`src/rtl/bdpt_pkg.sv`:
```
// ----------------------------------------------------------------------------
// bdpt_pkg
// shared types and constants of the button debounce and press timer
// ----------------------------------------------------------------------------
package bdpt_pkg;

  localparam int NUM_BUTTONS_DEFAULT = 2;
  localparam int LEVEL_W             = 2;
  localparam int TIME_W              = 32;
  localparam int DUR_W               = 16;

  localparam logic [DUR_W-1:0] DEBOUNCE_RESET = 16'd50;

  localparam logic CMD_POLL = 1'b0;
  localparam logic CMD_READ = 1'b1;

  localparam logic LEVEL_RELEASED = 1'b1;
  localparam logic LEVEL_PRESSED  = 1'b0;

  // input beat: levels, now, index, padded to 40 bits
  localparam int IN_TDATA_W  = 40;
  // output beat: pending flag, press time, last activity, padded to 56 bits
  localparam int OUT_TDATA_W = 56;
  localparam int OUT_USED_W  = 1 + DUR_W + TIME_W;

  typedef struct packed {
    logic              accept;
    logic              poll;
    logic              read;
    logic              first_poll;
    logic [TIME_W-1:0] now_ms;
    logic [DUR_W-1:0]  debounce_ms;
  } lane_ctrl_t;

endpackage

```
`src/rtl/bdpt_lane.sv`:
```
// ----------------------------------------------------------------------------
// bdpt_lane
// debounce and press duration state of one button
// ----------------------------------------------------------------------------
module bdpt_lane (
  input  logic                       clk,
  input  logic                       rst,
  input  bdpt_pkg::lane_ctrl_t       ctrl,
  input  logic                       level,
  input  logic                       sel,
  output logic [bdpt_pkg::DUR_W-1:0]  held,
  output logic [bdpt_pkg::TIME_W-1:0] last_edge,
  output logic [bdpt_pkg::DUR_W-1:0]  got
);

  logic                        prev_level;
  logic [bdpt_pkg::TIME_W-1:0] gap;
  logic                        take;

  assign gap  = ctrl.now_ms - last_edge;
  assign take = ctrl.poll && (level != prev_level) &&
                (ctrl.first_poll ||
                 (gap > {{(bdpt_pkg::TIME_W-bdpt_pkg::DUR_W){1'b0}}, ctrl.debounce_ms}));

  always_ff @(posedge clk) begin
    if (rst) begin
      prev_level <= bdpt_pkg::LEVEL_RELEASED;
      last_edge  <= '0;
      held       <= '0;
    end else if (ctrl.accept) begin
      if (take) begin
        prev_level <= level;
        last_edge  <= ctrl.now_ms;
        if (level == bdpt_pkg::LEVEL_PRESSED) begin
          held <= '0;
        end else begin
          held <= gap[bdpt_pkg::DUR_W-1:0];
        end
      end else if (ctrl.read && sel) begin
        held <= '0;
      end
    end
  end

  always_ff @(posedge clk) begin
    if (ctrl.accept) begin
      got <= (ctrl.read && sel) ? held : '0;
    end
  end

endmodule

```
`src/rtl/bdpt_merge.sv`:
```
// ----------------------------------------------------------------------------
// bdpt_merge
// combines the lanes: pending flag, read value and latest edge time
// ----------------------------------------------------------------------------
module bdpt_merge #(
  parameter int NUM_BUTTONS = bdpt_pkg::NUM_BUTTONS_DEFAULT
) (
  input  logic [NUM_BUTTONS-1:0][bdpt_pkg::DUR_W-1:0]  held,
  input  logic [NUM_BUTTONS-1:0][bdpt_pkg::TIME_W-1:0] last_edge,
  input  logic [NUM_BUTTONS-1:0][bdpt_pkg::DUR_W-1:0]  got,
  output logic                                        any_pending,
  output logic [bdpt_pkg::DUR_W-1:0]                   press_ms,
  output logic [bdpt_pkg::TIME_W-1:0]                  latest_ms
);

  localparam int LEAVES = 1 << $clog2(NUM_BUTTONS);

  logic [2*LEAVES-1:0][bdpt_pkg::TIME_W-1:0] node;

  // balanced max tree, leaf LEAVES+i holds lane i
  always_comb begin
    node = '0;
    for (int i = 0; i < LEAVES; i++) begin
      if (i < NUM_BUTTONS) begin
        node[LEAVES+i] = last_edge[i];
      end
    end
    for (int k = LEAVES - 1; k >= 1; k--) begin
      node[k] = (node[2*k] > node[2*k+1]) ? node[2*k] : node[2*k+1];
    end
  end

  assign latest_ms = node[1];

  always_comb begin
    any_pending = 1'b0;
    press_ms    = '0;
    for (int i = 0; i < NUM_BUTTONS; i++) begin
      any_pending = any_pending | (|held[i]);
      press_ms    = press_ms | got[i];
    end
  end

endmodule

```
`src/rtl/button_debounce_press_timer_core.sv`:
```
// ----------------------------------------------------------------------------
// button_debounce_press_timer_core
// debounces active-low buttons and times how long each one was held
// ----------------------------------------------------------------------------
// One beat in gives one beat out. A poll beat carries all button levels and a
// millisecond timestamp; a read beat returns one button's held time and clears
// it. The block takes one beat per cycle: every button has its own lane that
// updates its state in the cycle of acceptance, and a merge stage combines the
// updated lane state into the result that the result register captures
// when it has room. The result register and the merge stage hold one beat
// each; input stalls only while both are full and the output waits.
// debounce_ms may be written at any time the block is idle; cfg_ready is
// always high.
module button_debounce_press_timer_core #(
  parameter int NUM_BUTTONS = bdpt_pkg::NUM_BUTTONS_DEFAULT
) (
  input  logic                               clk,
  input  logic                               rst,
  input  logic                               s_axis_tvalid,
  output logic                               s_axis_tready,
  // button_levels[1:0], now_ms[33:2], button_index[34], zero padding
  input  logic [bdpt_pkg::IN_TDATA_W-1:0]     s_axis_tdata,
  // command[0]
  input  logic                               s_axis_tuser,
  output logic                               m_axis_tvalid,
  input  logic                               m_axis_tready,
  // any_release_pending[0], press_ms[16:1], last_activity_ms[48:17], padding
  output logic [bdpt_pkg::OUT_TDATA_W-1:0]    m_axis_tdata,
  input  logic                               cfg_valid,
  output logic                               cfg_ready,
  input  logic [bdpt_pkg::DUR_W-1:0]          cfg_data
);

  logic [bdpt_pkg::LEVEL_W-1:0] in_levels;
  logic [bdpt_pkg::TIME_W-1:0]  in_now;
  logic                         in_index;
  logic                         in_accept;

  logic [bdpt_pkg::DUR_W-1:0]   debounce_ms;
  logic                         first_poll;
  logic                         s1_valid;
  logic                         out_valid;
  logic                         s1_advance;

  bdpt_pkg::lane_ctrl_t         ctrl;

  logic [NUM_BUTTONS-1:0]                       lane_level;
  logic [NUM_BUTTONS-1:0]                       lane_sel;
  logic [NUM_BUTTONS-1:0][bdpt_pkg::DUR_W-1:0]  lane_held;
  logic [NUM_BUTTONS-1:0][bdpt_pkg::TIME_W-1:0] lane_edge;
  logic [NUM_BUTTONS-1:0][bdpt_pkg::DUR_W-1:0]  lane_got;

  logic                         mrg_any;
  logic [bdpt_pkg::DUR_W-1:0]   mrg_press;
  logic [bdpt_pkg::TIME_W-1:0]  mrg_latest;

  logic                         out_any;
  logic [bdpt_pkg::DUR_W-1:0]   out_press;
  logic [bdpt_pkg::TIME_W-1:0]  out_latest;

  assign in_levels = s_axis_tdata[bdpt_pkg::LEVEL_W-1:0];
  assign in_now    = s_axis_tdata[bdpt_pkg::LEVEL_W +: bdpt_pkg::TIME_W];
  assign in_index  = s_axis_tdata[bdpt_pkg::LEVEL_W + bdpt_pkg::TIME_W];

  assign s1_advance    = s1_valid && (!out_valid || m_axis_tready);
  assign s_axis_tready = !s1_valid || !out_valid || m_axis_tready;
  assign in_accept     = s_axis_tvalid && s_axis_tready;
  assign cfg_ready     = 1'b1;

  always_ff @(posedge clk) begin
    if (rst) begin
      debounce_ms <= bdpt_pkg::DEBOUNCE_RESET;
    end else if (cfg_valid && cfg_ready) begin
      debounce_ms <= cfg_data;
    end
  end

  always_comb begin
    ctrl.accept      = in_accept;
    ctrl.poll        = (s_axis_tuser == bdpt_pkg::CMD_POLL);
    ctrl.read        = (s_axis_tuser == bdpt_pkg::CMD_READ);
    ctrl.first_poll  = first_poll;
    ctrl.now_ms      = in_now;
    ctrl.debounce_ms = debounce_ms;
  end

  always_ff @(posedge clk) begin
    if (rst) begin
      first_poll <= 1'b1;
    end else if (in_accept && ctrl.poll) begin
      first_poll <= 1'b0;
    end
  end

  for (genvar i = 0; i < NUM_BUTTONS; i++) begin : g_lane
    if (i < bdpt_pkg::LEVEL_W) begin : g_wired
      assign lane_level[i] = in_levels[i];
      assign lane_sel[i]   = (in_index == 1'(i));
    end else begin : g_unwired
      assign lane_level[i] = bdpt_pkg::LEVEL_PRESSED;
      assign lane_sel[i]   = 1'b0;
    end

    bdpt_lane u_lane (
      .clk       (clk),
      .rst       (rst),
      .ctrl      (ctrl),
      .level     (lane_level[i]),
      .sel       (lane_sel[i]),
      .held      (lane_held[i]),
      .last_edge (lane_edge[i]),
      .got       (lane_got[i])
    );
  end

  bdpt_merge #(
    .NUM_BUTTONS (NUM_BUTTONS)
  ) u_merge (
    .held        (lane_held),
    .last_edge   (lane_edge),
    .got         (lane_got),
    .any_pending (mrg_any),
    .press_ms    (mrg_press),
    .latest_ms   (mrg_latest)
  );

  always_ff @(posedge clk) begin
    if (rst) begin
      s1_valid  <= 1'b0;
      out_valid <= 1'b0;
    end else begin
      if (in_accept) begin
        s1_valid <= 1'b1;
      end else if (s1_advance) begin
        s1_valid <= 1'b0;
      end
      if (s1_advance) begin
        out_valid <= 1'b1;
      end else if (m_axis_tready) begin
        out_valid <= 1'b0;
      end
    end
  end

  always_ff @(posedge clk) begin
    if (s1_advance) begin
      out_any    <= mrg_any;
      out_press  <= mrg_press;
      out_latest <= mrg_latest;
    end
  end

  assign m_axis_tvalid = out_valid;
  assign m_axis_tdata  = {{(bdpt_pkg::OUT_TDATA_W-bdpt_pkg::OUT_USED_W){1'b0}},
                          out_latest, out_press, out_any};

endmodule

```
`config.mk`:
```
export PLATFORM = sky130hd
export DESIGN_NAME = button_debounce_press_timer_core
export DESIGN_NICKNAME = d
export VERILOG_FILES = /design/src/rtl/bdpt_pkg.sv /design/src/rtl/bdpt_lane.sv /design/src/rtl/bdpt_merge.sv /design/src/rtl/button_debounce_press_timer_core.sv
export SDC_FILE = /design/constraint.sdc
export NUM_CORES = 1
export LEC_CHECK = 0
export CORE_ASPECT_RATIO = 0.6
export CORE_UTILIZATION = 40
export DETAILED_ROUTE_END_ITERATION = 10
export DONT_BUFFER_PORTS = 1
export GPL_ROUTABILITY_DRIVEN = 0
export PLACE_DENSITY = 0.6
export SLEW_MARGIN = 10
export SYNTH_ARGS = -nofsm -noshare
export SYNTH_HDL_FRONTEND = slang
export SYNTH_SLANG_ARGS = --single-unit
```
`constraint.sdc`:
```
create_clock -name clk -period 7.1 [get_ports clk]
set_input_delay 1.065 -clock clk [delete_from_list [all_inputs] [get_ports clk]]
set_output_delay 1.065 -clock clk [all_outputs]
set_load 0.02 [all_outputs]
```
# After elaboration in Yosys (flattened, before gate mapping)
# Index checks and enable logic that the tools add are counted.
# op_classes
eq_ne	2
n_lt_le_gt_ge	3
n_bitwise	4
n_mux	11
n_reduce_logical	26
add_sub_neg	2
# ops
cell	count
two-way mux 16 bit	6
> comparator 32 x 16 -> 1 bit	2
subtractor 32 bit	2
> comparator 32 bit	1
two-way mux 32 bit	1
OR reduction 16 bit	2
OR 16 bit	1
logical AND 1 bit	9
AND reduction 2 bit	4
nonzero test 2 bit	4
logical OR 1 bit	5
two-way mux 1 bit	4
logical NOT 1 bit	2
!= test 1 bit	2
inverter 1 bit	2
OR 1 bit	1
# word_totals
output_inout_bits	59
register_bits	198
inputBits	62
wordCells	63

# Depth between registers and ports, before layout
# depth
word_depth	6
ltp_mapped	24
ltp_nobuf	22

# Modules after synthesis
# Synthesis repeated with hierarchy kept, for this count alone.
# hier_totals
hier_cells	1641
area_unflattened_um2	14218.6
# modules_own_cells
mod	instances	seq_area_each_um2	cells_each	area_each_um2
bdpt_lane at g_lane[0].u_lane	1	1461.4	688	5311.3
bdpt_lane at g_lane[1].u_lane	1	1461.4	649	5263.8
button_debounce_press_timer_core	1	1851.8	128	2258.4
bdpt_merge	1	0.0	176	1385.1

# Least setup slack after synthesis
# Ideal clock, no wire load.
# synth_path
path_type	input to register
start	in s_axis_tdata[2] (netlist bit)
end	reg g_lane[1].u_lane.last_edge[21] (netlist bit)
t_required_ps	6980
path_buffers	2
stages	24
setup_ps	120
slack_ps	1562
t_arrival_ps	5418
cell_sequence	inv_1 -> ha_1 -> fa_1 -> nand2b_1 -> a21o_1 -> and2_1 -> o21a_1 -> o21ai_0 -> a21boi_0 -> o21ai_0 -> xor2_1 -> ha_1 -> a21o_1 -> a211oi_1 -> nand2_1 -> nor4_1 -> o2111ai_1 -> a2111oi_0 -> nand4_1 -> nor4_2 -> a31oi_1 -> buf_4 -> buf_6 -> mux2i_1
# synth_via
elab_chain_cells	5
# synth_rtl
item	line	source
start, declared	button_debounce_press_timer_core.sv:22	input logic [bdpt_pkg::IN_TDATA_W-1:0] s_axis_tdata,
subtractor 32 bit	bdpt_lane.sv:20	assign gap = ctrl.now_ms - last_edge;
> comparator 32 x 16 -> 1 bit	bdpt_lane.sv:23	(gap > {{(bdpt_pkg::TIME_W-bdpt_pkg::DUR_W){1'b0}}, ctrl.debounce_ms}));
logical OR 1 bit	bdpt_lane.sv:22	(ctrl.first_poll ||
logical AND 1 bit	bdpt_lane.sv:21	assign take = ctrl.poll && (level != prev_level) &&
AND reduction 2 bit (no line)	--	
end signal, assigned	bdpt_lane.sv:33	last_edge <= ctrl.now_ms;
end, declared	bdpt_lane.sv:12	output logic [bdpt_pkg::TIME_W-1:0] last_edge,
# No other way between the ends.
# A chain may end at the register's enable or synchronous reset.

# Final worst setup path
# layout_path
start	in s_axis_tdata[2] (netlist bit)
end	reg g_lane[1].u_lane.prev_level
# layout_via
elab_chain_cells	5
# layout_rtl
item	line	source
subtractor 32 bit	bdpt_lane.sv:20	
> comparator 32 x 16 -> 1 bit	bdpt_lane.sv:23	
logical OR 1 bit	bdpt_lane.sv:22	
logical AND 1 bit	bdpt_lane.sv:21	
AND reduction 2 bit (no line)	--	
end signal, assigned	bdpt_lane.sv:27	prev_level <= bdpt_pkg::LEVEL_RELEASED;
end signal, assigned	bdpt_lane.sv:32	prev_level <= level;
end, declared	bdpt_lane.sv:16	logic prev_level;
# No other way between the ends.

==> reports/metrics.cfg <==
[layout]
multi_input_area_um2 = 8650
num_antenna_cells = 0
stdcell_area_um2 = 15000
register_area_um2 = 4770
layout.nets = 1788
syn_to_final_growth_pct = 6.09
drive_gt1_share_pct = 4.72
fill_cells = 3293

[clock_tree]
clock_sinks = 198
path_clk_slew_ps = 70
cts_buffer_depth = 2
postCtsSetupBuffers = 0
cts_max_level = 4
cts_tree = done
insertion_delay_ps = 460
postCtsHoldBufs = 0
cts-root-buf = clkbuf_16
post_cts_resized = 0
cts-buffers-inserted = 17

[setup_path]
cp_data_required_time_ps = 7430
reg2reg_from = g_lane[1].u_lane.last_edge[0]$_SDFFE_PP0P_
r2r-end = g_lane[1].u_lane.prev_level$_SDFFE_PP1P_
r2r_slack_ps = 1150
crit_arrival_ps = 6530
cp-end-kind = flip-flop
r2r_cells = 22
cp-start-kind = input pin
cp_max_fo = 38
crit_type = in2reg

[synthesis]
synth_area_per_cell_um2 = 8.57
synth_top_area_cell = edfxtp_1
yosysSeqAreaShare_pct = 33.7
synth_top_area_share_pct = 17.2
syn_area_um2 = 14200
yosys_warnings = 0
synth-seq-cells = 198
synth_commonest_cells = nand2_1 (286), ha_1 (126), dfxtp_1 (117)
synth-edff-count = 81
ys_types = 82
yosys-top-cells-area = edfxtp_1 (17%), dfxtp_1 (17%), ha_1 (11%)
synth.most_common_cell = nand2_1
syn-instance-count = 1652
async_flop_share_pct = 0
synth_flop_cell = dfxtp_1

[pwr]
p_seq_share_pct = 41.9
leakagePower_nw = 5.89
vdd_drop_max_mv = 0.180
switchingPower_mw = 1.08
clkPwrFrac_pct = 30.4
switching_share_pct = 34.9
finalPower_mw = 3.09
p_int_mw = 2.01
powerDensity_nw_per_um2 = 206
pwr-share-comb_pct = 27.7

[run_status]
status = finished clean

[worst_hold_path]
hold_depth = 2
holdPathEnd = g_lane[1].u_lane.held[2]$_SDFFE_PP0P_
min-delay-start = g_lane[1].u_lane.held[2]$_SDFFE_PP0P_
worst_hold_path_type = reg2reg

[timing]
tightest_slew_ps = 1230
finalSetupViolCount = 0
slew_violations = 0
finalClockSkew_ps = 21.5
period_share_pct = 87.3
period_needed_ps = 6200
rsz0062_at_grt = no
finalSetupTns_ps = 0
clock.fmax_ghz = 0.161
slew_headroom_pct = 18.2
finalHoldViolCount = 0

[floorplanning]
die-area_um2 = 36200
die_h_um = 148
placeableCoreArea_um2 = 34300
die_w_um = 245
rows = 52
start_util_pct = 41.3
io-pin-count = 121

[routing]
ant_nets = 0
drc = 0
vias = 12400
drt-total-wl_mm = 42.6
drtPass1Iterations = 6
drt_iter0_drc = 1405
via_per_inst = 5.99
wl_per_cell_um = 20.6

[flow_run]
drv_cap = 0

[grt]
use_met3_pct = 5.03
use_met1_pct = 39.8
grt_pass1_vias = 11000
grt_max_degree = 98
grt_antenna_before_repair = 0
grt_most_used_layer = met1
met2_usage_pct = 29.4
grt_usage_pct = 23.8
grt_first_pass_wirelength_mm = 65.8
overflow = 0

[placed_design]
io_buffers = 0
place_hpwl_mm = 33.4
place_area_um2 = 14500

flip-flops by register name, summed over array words and instances (netlist names):
signal                    cells
debounce_ms                  16
first_poll                    1
g_lane.u_lane.got            32
g_lane.u_lane.held           32
g_lane.u_lane.last_edge      64
g_lane.u_lane.prev_level      2
m_axis_tvalid                 1
out_any                       1
out_latest                   32
out_press                    16
s1_valid                      1
worst max-delay path: stages:
cell       delay [ps]
inv_1              50
ha_1              230
fa_1              390
nand2b_1          190
a21o_1            180
and2_1            160
o21a_1            190
o21ai_0           250
a21boi_0          190
o21ai_0           230
xor2_1            280
ha_1              320
a21o_1            170
a211oi_1          210
nand2_1            80
nor4_1            520
o2111ai_1         230
a2111oi_0         530
nand4_1           190
nor4_2            260
a31oi_4           150
buf_12            210
mux2i_1           170
layout make-up:
type / instances / area share (%)
timing repair buffer: 13 / 0.733
tap: 459 / 3.82
sequential: 198 / 31.8
clock buffer: 20 / 2.91
clock inverter: 12 / 0.749
multi-input combinational: 1271 / 57.6
inverter: 97 / 2.42
through the flow:
step	utilization [%]	cells	hold WS [ps]	worst slack, ps
6_report	43.8	2070	472	900
5_1_grt	43.8	2070	495	462
4_1_cts	43.8	2070	476	955
3_5_place_dp	42.2	2038	463	494
3_3_place_gp	42.2	2038	463	632
2_1_floorplan	-	1658	443	1560
worst max path at each step:
stage | endpoint | cells past startpoint | from
final | g_lane[1].u_lane.prev_level$_SDFFE_PP1P_ | 23 | s_axis_tdata[2]
after global routing | g_lane[1].u_lane.prev_level$_SDFFE_PP1P_ | 23 | s_axis_tdata[2]
after CTS | g_lane[1].u_lane.last_edge[18]$_SDFFE_PP0P_ | 23 | s_axis_tdata[2]
after detailed placement | g_lane[1].u_lane.last_edge[18]$_SDFFE_PP0P_ | 23 | s_axis_tdata[2]
after global placement | g_lane[1].u_lane.held[11]$_SDFFE_PP0P_ | 23 | s_axis_tdata[2]
after floorplan | g_lane[1].u_lane.last_edge[21]$_SDFFE_PP0P_ | 24 | s_axis_tdata[2]
power by group through the flow:
stage / clock network [mW] / logic, mW / registers, mW
finish: 0.941 / 0.856 / 1.30
global route: 1.01 / 0.935 / 1.30
CTS: 0.966 / 0.833 / 1.30
detailed placement: 0 / 0.829 / 1.32
global placement: 0 / 0.812 / 1.32
floorplan: 0 / 0.631 / 1.31
cells by family (layout without fill, tap and decap cells):
group	count (synthesis)	after routing	share of synthesized area, %
AOI/OAI and AO/OA	364	364	17.9
xor gates and xnor gates	39	39	2.41
adders and majority gates	128	128	11.4
buffers and inverters	189	142	5.71
DFF	198	198	33.7
muxes	112	112	7.91
other	2	8	0.0530
and+or+nand+nor	620	620	20.9
per-layer routing:
layer  wire length [um]  vias to the layer above  share of wire (%)
met3               4310                       30                 10
met2              15400                      604                 36
met1              22400                     5914                 52
met5                  0                        -                  0
li1                   -                     5848                  -
met4                607                        0                1.4
placed cells by master, fill, tap and decap left out, types with 32 or more instances in the layout:
cell,n
a21o_1,34
a21oi_1,89
a2bb2oi_1,32
dfxtp_1,117
edfxtp_1,81
ha_1,126
inv_1,96
mux2i_1,112
nand2_1,286
nand3_1,55
nor2_1,72
o211ai_1,58
o21ai_0,36
Power figures use the tool's default switching activity.
